### src/rtl/core/csvt_pkg.sv
// Shared types and constants of the CSV field tokenizer.
package csvt_pkg;

  localparam logic [7:0] CH_COMMA = 8'h2C;
  localparam logic [7:0] CH_QUOTE = 8'h22;
  localparam logic [7:0] CH_NL    = 8'h0A;

  localparam int unsigned QDEPTH  = 4;
  localparam int unsigned QPTR_W  = $clog2(QDEPTH);
  localparam int unsigned QCNT_W  = $clog2(QDEPTH + 1);

  localparam logic [15:0] MAX_CHARS_RESET = 16'd255;

  localparam logic KIND_CONTENT   = 1'b0;
  localparam logic KIND_FIELD_END = 1'b1;

  typedef enum logic [2:0] {
    MODE_START,
    MODE_PLAIN,
    MODE_QUOTED,
    MODE_QUOTE_SEEN,
    MODE_DROP
  } mode_t;

  typedef struct packed {
    logic [7:0] in_byte;
    logic       end_of_input;
  } in_item_t;

  typedef struct packed {
    logic        kind;
    logic [7:0]  data_byte;
    logic [7:0]  column_index;
    logic [23:0] row_index;
    logic [15:0] field_length;
    logic        row_end;
    logic        truncated;
    logic        open_quote_error;
    logic        last_result;
  } out_item_t;

  // Work handed from the classifier to the counter side.
  typedef struct packed {
    logic       has_content;
    logic [7:0] data;
    logic       has_sep;
    logic       sep_nl;
    logic       has_eoi_end;
    logic       oqe;
    logic       clear;
  } op_t;

endpackage

### src/rtl/core/csvt_front.sv
// Front end: accepts raw words, tracks quoting mode and classifies each byte.
module csvt_front (
  input  logic              clk,
  input  logic              rst_n,
  input  logic              in_valid,
  output logic              in_ready,
  input  csvt_pkg::in_item_t in_data,
  input  logic              q_full,
  output logic              q_push,
  output csvt_pkg::op_t     q_op
);
  import csvt_pkg::*;

  mode_t mode_r;
  mode_t mode_nxt;
  mode_t mode_after;
  logic  accept;
  logic  is_q;
  logic  is_sep;
  logic  is_nl;
  logic  cont;
  logic  sep_end;
  logic  eoi_end;

  assign in_ready = !q_full;
  assign accept   = in_valid && in_ready;
  assign is_q     = (in_data.in_byte == CH_QUOTE);
  assign is_nl    = (in_data.in_byte == CH_NL);
  assign is_sep   = (in_data.in_byte == CH_COMMA) || is_nl;

  always_ff @(posedge clk) begin
    if (!rst_n) begin
      mode_r <= MODE_START;
    end else begin
      mode_r <= mode_nxt;
    end
  end

  always_comb begin
    mode_after = mode_r;
    cont       = 1'b0;
    case (mode_r)
      MODE_QUOTED: begin
        if (is_q) mode_after = MODE_QUOTE_SEEN;
        else      cont = 1'b1;
      end
      MODE_QUOTE_SEEN: begin
        if (is_q) begin
          cont       = 1'b1;
          mode_after = MODE_QUOTED;
        end else if (!is_sep) begin
          mode_after = MODE_DROP;
        end
      end
      MODE_START: begin
        if (is_q) begin
          mode_after = MODE_QUOTED;
        end else if (!is_sep) begin
          cont       = 1'b1;
          mode_after = MODE_PLAIN;
        end
      end
      MODE_DROP: begin
        mode_after = MODE_DROP;
      end
      MODE_PLAIN: begin
        if (!is_sep) cont = 1'b1;
      end
      default: begin
        mode_after = MODE_START;
      end
    endcase

    // separators inside an open quote are content
    sep_end = is_sep && (mode_after != MODE_QUOTED);
    eoi_end = in_data.end_of_input && !(sep_end && is_nl);

    mode_nxt = mode_r;
    if (accept) begin
      if (sep_end || in_data.end_of_input) mode_nxt = MODE_START;
      else                                 mode_nxt = mode_after;
    end

    q_op.has_content = cont;
    q_op.data        = in_data.in_byte;
    q_op.has_sep     = sep_end;
    q_op.sep_nl      = is_nl;
    q_op.has_eoi_end = eoi_end;
    q_op.oqe         = (mode_after == MODE_QUOTED);
    q_op.clear       = in_data.end_of_input;

    // drop words that leave nothing for the counters
    q_push = accept && (cont || sep_end || in_data.end_of_input);
  end

endmodule

### src/rtl/core/csvt_queue.sv
// Short queue of classified operations between front and back.
module csvt_queue (
  input  logic          clk,
  input  logic          rst_n,
  input  logic          push,
  input  csvt_pkg::op_t push_op,
  output logic          full,
  input  logic          pop,
  output logic          head_valid,
  output csvt_pkg::op_t head_op
);
  import csvt_pkg::*;

  op_t                mem_r [QDEPTH];
  logic [QPTR_W-1:0]  wptr_r;
  logic [QPTR_W-1:0]  rptr_r;
  logic [QCNT_W-1:0]  cnt_r;
  logic               do_pop;

  assign full       = (cnt_r == QCNT_W'(QDEPTH));
  assign head_valid = (cnt_r != '0);
  assign head_op    = mem_r[rptr_r];
  assign do_pop     = pop && head_valid;

  always_ff @(posedge clk) begin
    if (push && !full) mem_r[wptr_r] <= push_op;
  end

  always_ff @(posedge clk) begin
    if (!rst_n) begin
      wptr_r <= '0;
      rptr_r <= '0;
      cnt_r  <= '0;
    end else begin
      if (push && !full) wptr_r <= wptr_r + QPTR_W'(1);
      if (do_pop)        rptr_r <= rptr_r + QPTR_W'(1);
      if ((push && !full) && !do_pop)      cnt_r <= cnt_r + QCNT_W'(1);
      else if (!(push && !full) && do_pop) cnt_r <= cnt_r - QCNT_W'(1);
    end
  end

endmodule

### src/rtl/core/csvt_back.sv
// Back end: keeps row, column and length counters and emits result words.
module csvt_back #(
  parameter int unsigned COL_BITS = 8,
  parameter int unsigned ROW_BITS = 24,
  parameter int unsigned LEN_BITS = 16
) (
  input  logic               clk,
  input  logic               rst_n,
  input  logic               cfg_valid,
  output logic               cfg_ready,
  input  logic [15:0]        cfg_data,
  input  logic               q_valid,
  input  csvt_pkg::op_t      q_op,
  output logic               q_pop,
  output logic               out_valid,
  input  logic               out_ready,
  output csvt_pkg::out_item_t out_data
);
  import csvt_pkg::*;

  logic [15:0]         max_r;
  logic [COL_BITS-1:0] col_r, col_nxt, col_inc;
  logic [ROW_BITS-1:0] row_r, row_nxt, row_inc;
  logic [LEN_BITS-1:0] len_r, len_nxt, len_inc;
  logic                trunc_r, trunc_nxt;
  logic                phase_r, phase_nxt;
  logic                out_valid_r;
  out_item_t           out_r;
  out_item_t           res;
  logic                emit;
  logic                work;
  logic                room;
  logic                do_clear;

  assign cfg_ready = 1'b1;
  assign out_valid = out_valid_r;
  assign out_data  = out_r;

  assign work = q_valid && (!out_valid_r || out_ready);
  assign room = (32'(len_r) < 32'(max_r));

  assign col_inc = (col_r == '1) ? col_r : col_r + COL_BITS'(1);
  assign row_inc = (row_r == '1) ? row_r : row_r + ROW_BITS'(1);
  assign len_inc = (len_r == '1) ? len_r : len_r + LEN_BITS'(1);

  always_comb begin
    emit      = 1'b0;
    q_pop     = 1'b0;
    do_clear  = 1'b0;
    phase_nxt = phase_r;
    col_nxt   = col_r;
    row_nxt   = row_r;
    len_nxt   = len_r;
    trunc_nxt = trunc_r;

    res.kind             = KIND_FIELD_END;
    res.data_byte        = 8'd0;
    res.column_index     = 8'(col_r);
    res.row_index        = 24'(row_r);
    res.field_length     = 16'(len_r);
    res.row_end          = 1'b1;
    res.truncated        = trunc_r;
    res.open_quote_error = q_op.oqe;
    res.last_result      = 1'b0;

    if (work) begin
      if (phase_r) begin
        // trailing field end for end of input
        emit      = 1'b1;
        q_pop     = 1'b1;
        do_clear  = 1'b1;
        phase_nxt = 1'b0;
      end else if (q_op.has_content) begin
        len_nxt = len_inc;
        if (room) begin
          emit                 = 1'b1;
          res.kind             = KIND_CONTENT;
          res.data_byte        = q_op.data;
          res.field_length     = 16'd0;
          res.row_end          = 1'b0;
          res.truncated        = 1'b0;
          res.open_quote_error = 1'b0;
          if (q_op.has_eoi_end) phase_nxt = 1'b1;
          else                  q_pop = 1'b1;
        end else begin
          trunc_nxt = 1'b1;
          q_pop     = 1'b1;
          if (q_op.has_eoi_end) begin
            emit             = 1'b1;
            res.field_length = 16'(len_inc);
            res.truncated    = 1'b1;
            do_clear         = 1'b1;
          end
        end
      end else if (q_op.has_sep) begin
        emit                 = 1'b1;
        res.row_end          = q_op.sep_nl;
        res.open_quote_error = 1'b0;
        len_nxt              = '0;
        trunc_nxt            = 1'b0;
        if (q_op.sep_nl) begin
          row_nxt = row_inc;
          col_nxt = '0;
        end else begin
          col_nxt = col_inc;
        end
        if (q_op.has_eoi_end) begin
          phase_nxt = 1'b1;
        end else begin
          q_pop    = 1'b1;
          do_clear = q_op.clear;
        end
      end else if (q_op.has_eoi_end) begin
        emit     = 1'b1;
        q_pop    = 1'b1;
        do_clear = 1'b1;
      end else begin
        q_pop = 1'b1;
      end
    end

    res.last_result = q_pop;

    // restart all counters after the last byte of a text
    if (do_clear) begin
      col_nxt   = '0;
      row_nxt   = '0;
      len_nxt   = '0;
      trunc_nxt = 1'b0;
    end
  end

  always_ff @(posedge clk) begin
    if (!rst_n) begin
      max_r       <= MAX_CHARS_RESET;
      col_r       <= '0;
      row_r       <= '0;
      len_r       <= '0;
      trunc_r     <= 1'b0;
      phase_r     <= 1'b0;
      out_valid_r <= 1'b0;
    end else begin
      if (cfg_valid && cfg_ready) max_r <= cfg_data;
      col_r   <= col_nxt;
      row_r   <= row_nxt;
      len_r   <= len_nxt;
      trunc_r <= trunc_nxt;
      phase_r <= phase_nxt;
      if (emit)           out_valid_r <= 1'b1;
      else if (out_ready) out_valid_r <= 1'b0;
    end
  end

  always_ff @(posedge clk) begin
    if (emit) out_r <= res;
  end

endmodule

### src/rtl/core/csv_field_tokenizer_unit.sv
// With the queue empty, the first result word of an input word is written into the operation
// queue on acceptance and then registered in the output register, where it waits for out_ready.
// Throughput: one input word per cycle while the queue is not full; a word that yields two
// results holds the back end for both of them, buffered by a four-entry operation queue.
// Opening quotes and dropped bytes do not enter the queue unless they end the input.
// Reset (synchronous, active low) clears mode, counters and queue; max_chars returns to 255.
module csv_field_tokenizer_unit #(
  parameter int unsigned COL_BITS = 8,
  parameter int unsigned ROW_BITS = 24,
  parameter int unsigned LEN_BITS = 16
) (
  input  logic                clk,
  input  logic                rst_n,
  input  logic                in_valid,
  output logic                in_ready,
  input  csvt_pkg::in_item_t  in_data,
  output logic                out_valid,
  input  logic                out_ready,
  output csvt_pkg::out_item_t out_data,
  input  logic                cfg_valid,
  output logic                cfg_ready,
  input  logic [15:0]         cfg_data
);
  import csvt_pkg::*;

  logic q_full;
  logic q_push;
  op_t  push_op;
  logic q_pop;
  logic q_valid;
  op_t  head_op;

  csvt_front u_front (
    .clk      (clk),
    .rst_n    (rst_n),
    .in_valid (in_valid),
    .in_ready (in_ready),
    .in_data  (in_data),
    .q_full   (q_full),
    .q_push   (q_push),
    .q_op     (push_op)
  );

  csvt_queue u_queue (
    .clk        (clk),
    .rst_n      (rst_n),
    .push       (q_push),
    .push_op    (push_op),
    .full       (q_full),
    .pop        (q_pop),
    .head_valid (q_valid),
    .head_op    (head_op)
  );

  csvt_back #(
    .COL_BITS (COL_BITS),
    .ROW_BITS (ROW_BITS),
    .LEN_BITS (LEN_BITS)
  ) u_back (
    .clk       (clk),
    .rst_n     (rst_n),
    .cfg_valid (cfg_valid),
    .cfg_ready (cfg_ready),
    .cfg_data  (cfg_data),
    .q_valid   (q_valid),
    .q_op      (head_op),
    .q_pop     (q_pop),
    .out_valid (out_valid),
    .out_ready (out_ready),
    .out_data  (out_data)
  );

endmodule
### config.mk
export PLATFORM = sky130hd
export DESIGN_NAME = csv_field_tokenizer_unit
export DESIGN_NICKNAME = d
export VERILOG_FILES = /design/src/rtl/core/csvt_pkg.sv /design/src/rtl/core/csvt_front.sv /design/src/rtl/core/csvt_queue.sv /design/src/rtl/core/csvt_back.sv /design/src/rtl/core/csv_field_tokenizer_unit.sv
export SDC_FILE = /design/constraint.sdc
export NUM_CORES = 1
export LEC_CHECK = 0
export ABC_AREA = 1
export BUFFER_PORTS_ARGS = -buffer_cell sky130_fd_sc_hd__buf_2
export CAP_MARGIN = 20
export CORE_ASPECT_RATIO = 1.4
export CORE_MARGIN = 3
export CORE_UTILIZATION = 53
export CTS_CLUSTER_SIZE = 8
export DETAILED_ROUTE_END_ITERATION = 16
export GPL_TIMING_DRIVEN = 1
export HOLD_SLACK_MARGIN = 0.12
export PLACE_DENSITY = 0.76
export SYNTH_ARGS = -nofsm -noshare
export SYNTH_HDL_FRONTEND = slang
export SYNTH_SLANG_ARGS = --single-unit
### constraint.sdc
create_clock -name clk -period 2.9 [get_ports clk]
set_input_delay 0.29 -clock clk [delete_from_list [all_inputs] [get_ports clk]]
set_output_delay 0.29 -clock clk [all_outputs]
set_load 0.01 [all_outputs]
==> reports/qor.yml, run 1 <==
hold_path_end: "u_back.max_r[15]"
synth_top_area_share_pct: 37.9
ir_drop_uv: 835
hold_violations: 0
port_buffers: 92
synth_top_cell_by_area: "edfxtp_1"
setup_viol: 0
antenna_found_initial: 0
drt-pass1-iter-count: 6
cts_buffers: 17
viasPerCell: 5.25
place_congestion: 1.02
cp_top_family: "simple AND/OR/NAND/NOR gates"
die_w_um: 118
insertion_delay_ns: 0.43
worst_pin_slew_ns: 0.645
relSlewSlack_pct: 56.6
crit_required_ns: 3.22
p_leak_uw: 0.00426
tns_ns: 0
synth_top_flop_cell: "edfxtp_1"
startpoint_type: "primary input"
ys_async_sr_fraction_pct: 0
ios: 94
stdcell_area_um2: 10900
drive_above_1_share_pct: 18.3
clock-sinks: 196
fp.dieH_um: 162
fin_util_pct: 64.0
syn_nets: 1055
dpl_cell_area_um2: 10100
syn-cell-area_um2: 9270
hold_depth: 3
drt_wl_total_um: 19900
cts_root_buffer: "clkbuf_16"
reg2reg_slack_ns: 0.26
area_growth_pct: 17.1
power.density_nw_per_um2: 860
synth.avg_cell_area_um2: 9.26
grtUsageTotal_pct: 21.4
fp.dieArea_um2: 19100
reg2reg_from: "u_back.len_r[3]"
slowest_delay_ns: 0.53
nFillCells: 1427
first_iter_violations: 417
diodes: 0
ys.warnings.count: 0
cp.arrival_ns: 3.01
initial_core_util_pct: 54.7
yosysMostFrequentCell: "nand2_1"
end_kind: "flip-flop"
core_region_area_um2: 17000
skew_ns: 0.0109
grt_overflow: 0
fin_nets: 1179
clkTransAtPathRegs_ns: 0.07
critPathMaxFanout: 6
drc_errors: 0
path_cells: "dlygate4sd3_1 -> buf_2 -> nand2_1 -> nor2_2 -> nand2_2 -> nand2_1 -> o21ai_0 -> nor3_2 -> nand3_2 -> nand2_2 -> inv_1 -> ha_1 -> inv_1 -> fa_1 -> o21ai_0 -> a21oi_1"
status: "completed"
yosys-top-cells-count: "235 x nand2_1, 117 x edfxtp_1, 99 x inv_1, 93 x a21oi_1, 79 x dfxtp_1"
grt_pass1_wl_um: 33100
max_freq_mhz: 371
finalPower_uw: 9340
synth_edf_count: 117
min-delay-start: "cfg_data[15]"
syn_inst: 1001
timing.hold.ws_ns: 0.135
r2r-end: "u_queue.cnt_r[2]"
drv_slew: 0
ys_seq_elements: 196
post-route-min-period_ns: 2.69
htreeDepth: 4
cap_violations: 0
critPathKind: "in2reg"
path_buf_inv: 4
grt_pass1_vias: 6978
fin_crit_sh_pct: 92.8
hold_path.class: "in2reg"
slowest_stage: "dlygate4sd3_1"
ant_nets: 0
cts_tree: "built"
dp.final_hpwl_um: 14200
synthTopCellsByArea: "edfxtp_1 38%, dfxtp_1 17%, nand2_1 9.5%, a21oi_1 5.0%, inv_1 4.0%"
cts.path.max_buffers: 2
ys_seq_area_share_pct: 55.0
vias: 7194
grt_max_degree: 60
row_count: 56
r2r_cells: 17
wl_per_cell_um: 14.5
synth.distinct_cells: 49
-- worst max-delay path by stage --
stage | start | cells after the start | endpoint | slack (ns)
3_3_place_gp | in_data[8] | 19 | u_queue.cnt_r[2] | 0.14
6_report | in_data[2] | 16 | u_queue.cnt_r[1] | 0.21
5_1_grt | in_data[3] | 20 | u_queue.cnt_r[2] | -0.02
2_1_floorplan | u_back.len_r[9] | 17 | u_queue.cnt_r[2] | 0.40
4_1_cts | in_data[3] | 17 | u_queue.cnt_r[1] | 0.02
3_5_place_dp | in_data[7] | 16 | u_queue.cnt_r[1] | 0.03
-- logic make-up after synthesis --
family / after synthesis / synth area share, %
and+or+nand+nor: 418 / 20.4
DFF: 196 / 55.0
AOI/OAI and AO/OA: 193 / 12.2
buffers and inverters: 138 / 6.19
xor gates and xnor gates: 31 / 2.93
adders and majority gates: 24 / 3.32
other: 1 / 0.0404
-- placed cells by master (no fill, tap or decap), types with 7 or more instances in the layout --
cell type and n:
nor3_1 16, nor2_4 15, nand2_1 231, ha_1 23, nand4_1 11, nor2_1 61
dlygate4sd3_1 17, xnor2_1 11, nand3_1 53, a211oi_2 8, o22ai_1 17, xor2_1 20
buf_4 19, inv_1 98, o21ai_0 53, edfxtp_1 117, nand2_2 7, dfxtp_1 77
clkbuf_16 17, inv_2 12, a21oi_1 93, buf_2 92
-- registers in the layout, indices dropped and copies added, names as in the netlist, 3 cells and up, named ones only --
signal,flops
u_back.out_data,61
u_queue.mem_r,56
u_back.row_r,24
u_back.len_r,16
u_back.max_r,16
u_back.col_r,8
u_front.mode_r,3
u_queue.cnt_r,3
-- metal layers --
metal	GRT usage [%]	part of all wire, %	up-vias	routed length [um]
met1	24.7	40	3333	7930
met5	0	0	-	0
met3	3.79	4.7	42	934
li1	-	-	3628	-
met4	9.92	2.6	0	524
met2	38.8	53	191	10500
-- worst reg2reg max path: stages, from the launching register on --
cell and delay, ns:
dfxtp_1 0.43, ha_1 0.28, a21oi_1 0.16, o21ai_1 0.09, nand2_1 0.06, nand2_1 0.04
nand2_1 0.08, nand2_2 0.09, nand2_4 0.10, a21oi_1 0.10, inv_1 0.07, ha_1 0.13
inv_1 0.06, fa_1 0.38, a21oi_1 0.15, o21ai_0 0.11, o21ai_0 0.16, a21oi_1 0.05
-- layout make-up --
class / instances / area, um2 / share of cell area (%)
clock buffer: 18 / 429 / 3.95
clock inverter: 14 / 164 / 1.51
inverter: 113 / 432 / 3.98
multi-input combinational: 667 / 3630 / 33.4
sequential: 196 / 5100 / 47.0
tap: 232 / 290 / 2.67
timing repair buffer: 130 / 813 / 7.49
-- repair_timing --
item | 4_1_cts | 5_1_grt
hold endpoints to repair | 44 | 0
hold buffers | 17 | 0
resized for setup | 0 | 12
buffers inserted | 0 | 1
setup endpoints to repair | 0 | 2
-- stage by stage --
step | instances | worst slack (ns)
after floorplan | 1001 | 0.395
after global placement | 1320 | 0.139
after detailed placement | 1320 | 0.0261
after CTS | 1369 | 0.0158
after global routing | 1370 | -0.0236
final | 1370 | 0.207
-- power by group --
| part | internal, uW | switching (uW) | total, uW |
|---|---|---|---|
| sequential | 3740 | 210 | 3950 |
| combinational | 948 | 2110 | 3060 |
| clock | 1230 | 1090 | 2330 |
No activity file was read; power rests on OpenSTA's default activity.
==> run 2, diff against run 1 <==
--- a/config.mk
+++ b/config.mk
@@ -10,12 +10,12 @@
 export CAP_MARGIN = 20
 export CORE_ASPECT_RATIO = 1.4
 export CORE_MARGIN = 3
-export CORE_UTILIZATION = 53
+export CORE_UTILIZATION = 60
 export CTS_CLUSTER_SIZE = 8
 export DETAILED_ROUTE_END_ITERATION = 16
 export GPL_TIMING_DRIVEN = 1
 export HOLD_SLACK_MARGIN = 0.12
-export PLACE_DENSITY = 0.76
+export PLACE_DENSITY = 0.81
 export SYNTH_ARGS = -nofsm -noshare
 export SYNTH_HDL_FRONTEND = slang
 export SYNTH_SLANG_ARGS = --single-unit
==> constraint.sdc (replaced) <==
create_clock -name clk -period 3.2 [get_ports clk]
set_input_delay 0.32 -clock clk [delete_from_list [all_inputs] [get_ports clk]]
set_output_delay 0.32 -clock clk [all_outputs]
set_load 0.01 [all_outputs]
==> reports/qor.yml, run 2 (synthesis gave the netlist of run 1 again) <==
status: "completed"
diodes: 0
power.density_nw_per_um2: 799
port_buffers: 92
fp.dieArea_um2: 17000
fin_crit_sh_pct: 91.0
viasPerCell: 5.53
max_freq_mhz: 343
grt_max_degree: 50
startpoint_type: "primary input"
relSlewSlack_pct: 51.5
worst_pin_slew_ns: 0.728
final_cell_mix: "235 x nand2_1, 117 x edfxtp_1, 98 x inv_1"
core_region_area_um2: 15100
largest_register_ffs: 61
critPathMaxFanout: 5
layout.cells.non_filler: 1316
cap_violations: 0
slowest_delay_ns: 0.54
drt_wl_total_um: 20200
vias: 7271
fin_nets: 1165
path_cells: "dlygate4sd3_1 -> buf_2 -> inv_1 -> nand2_1 -> nor2_1 -> nand2_1 -> nand2_1 -> o21ai_0 -> nor3_1 -> nand3_2 -> nand2_1 -> inv_1 -> ha_1 -> inv_1 -> fa_1 -> o21ai_0 -> a21oi_1"
wl_per_cell_um: 15.4
grtUsageTotal_pct: 24.0
clkTransAtPathRegs_ns: 0.07
ios: 94
cts_buffers: 17
p_leak_uw: 0.00420
htreeDepth: 4
skew_ns: 0.0163
grt_overflow: 0
drv_slew: 0
area_growth_pct: 15.2
crit_path_frequent_cell: "nand2_1"
slowest_stage: "dlygate4sd3_1"
setup_viol: 0
crit_required_ns: 3.52
grt_pass1_wl_um: 33300
critPathKind: "in2reg"
clock-sinks: 196
dp.final_hpwl_um: 14300
initial_core_util_pct: 61.6
ant_nets: 0
cts_tree: "built"
row_count: 53
drc_errors: 0
rsz0062_at_grt: "false"
die_w_um: 111
place_congestion: 0.978
cp.arrival_ns: 3.23
cts.path.max_buffers: 2
hold_violations: 0
dp.cells: 1274
final_common_cell: "nand2_1"
cts_root_buffer: "clkbuf_16"
first_iter_violations: 322
drt-pass1-iter-count: 4
tns_ns: 0
fp.dieH_um: 153
drive_above_1_share_pct: 17.3
ir_drop_uv: 451
post-route-min-period_ns: 2.91
grt_pass1_vias: 7099
insertion_delay_ns: 0.43
antenna_found_initial: 0
hold_path.class: "in2reg"
end_kind: "flip-flop"
[run 2: power by group]
part / switching, uW / leakage, uW / internal (uW) / total [uW]
Sequential: 200 / 0.00177 / 3390 / 3590
Combinational: 1900 / 0.00213 / 818 / 2720
Clock: 1020 / 0.000307 / 1200 / 2230
Total: 3120 / 0.00420 / 5410 / 8530
[run 2: cell type report]
type / instances / area [um2]
clock inverter: 15 / 201
inverter: 113 / 428
multi-input combinational: 667 / 3610
clock buffer: 17 / 425
fill: 1114 / 4370
timing repair buffer: 116 / 678
sequential: 196 / 5100
tap: 192 / 240
[run 2: worst max-delay path: cells and delay by family]
kind            cells  cell delay [ns]
fa+ha+maj           2             0.58
simple gates        7             1.10
buf+inv             5             0.93
compound gates      3             0.30
[run 2: path summary, 6_finish.rpt]
check | startpoint | to | slack (ns) | cells after the start
setup / recovery | in_data[1] | u_queue.cnt_r[1] | 0.29 | 17
hold reg to reg | u_back.max_r[2] | u_back.max_r[2] | 0.47 | 2
hold / removal | cfg_data[2] | u_back.max_r[2] | 0.12 | 3
setup reg to reg | u_back.len_r[9] | u_queue.cnt_r[2] | 0.35 | 17
[run 2: metrics by stage]
step	utilization, %	cell area, um2	power, uW	worst slack (ns)	hold slack, ns
6_report	70.9	10700	8530	0.288	0.119
5_1_grt	70.9	10700	8980	0.00202	0.128
4_1_cts	70.9	10700	8580	0.244	0.123
3_5_place_dp	66.1	9940	6360	0.346	0.465
3_3_place_gp	66.1	9940	6280	0.432	0.449
2_1_floorplan	-	9270	5420	0.274	0.419
[run 2: per-layer routing]
layer / up-vias / wire length, um / global-route usage [%]
met1: 3409 / 8010 / 28.0
li1: 3604 / - / -
met5: - / 0 / 0
met4: 0 / 474 / 9.51
met3: 33 / 1030 / 4.20
met2: 225 / 10700 / 43.7
[run 2: what timing repair did]
action                                  4_1_cts  5_1_grt
hold endpoints to repair                     25        0
resized for setup                             0        3
endpoints found under the setup margin        0        2
hold buffers                                 10        0
setup buffers                                 0        0
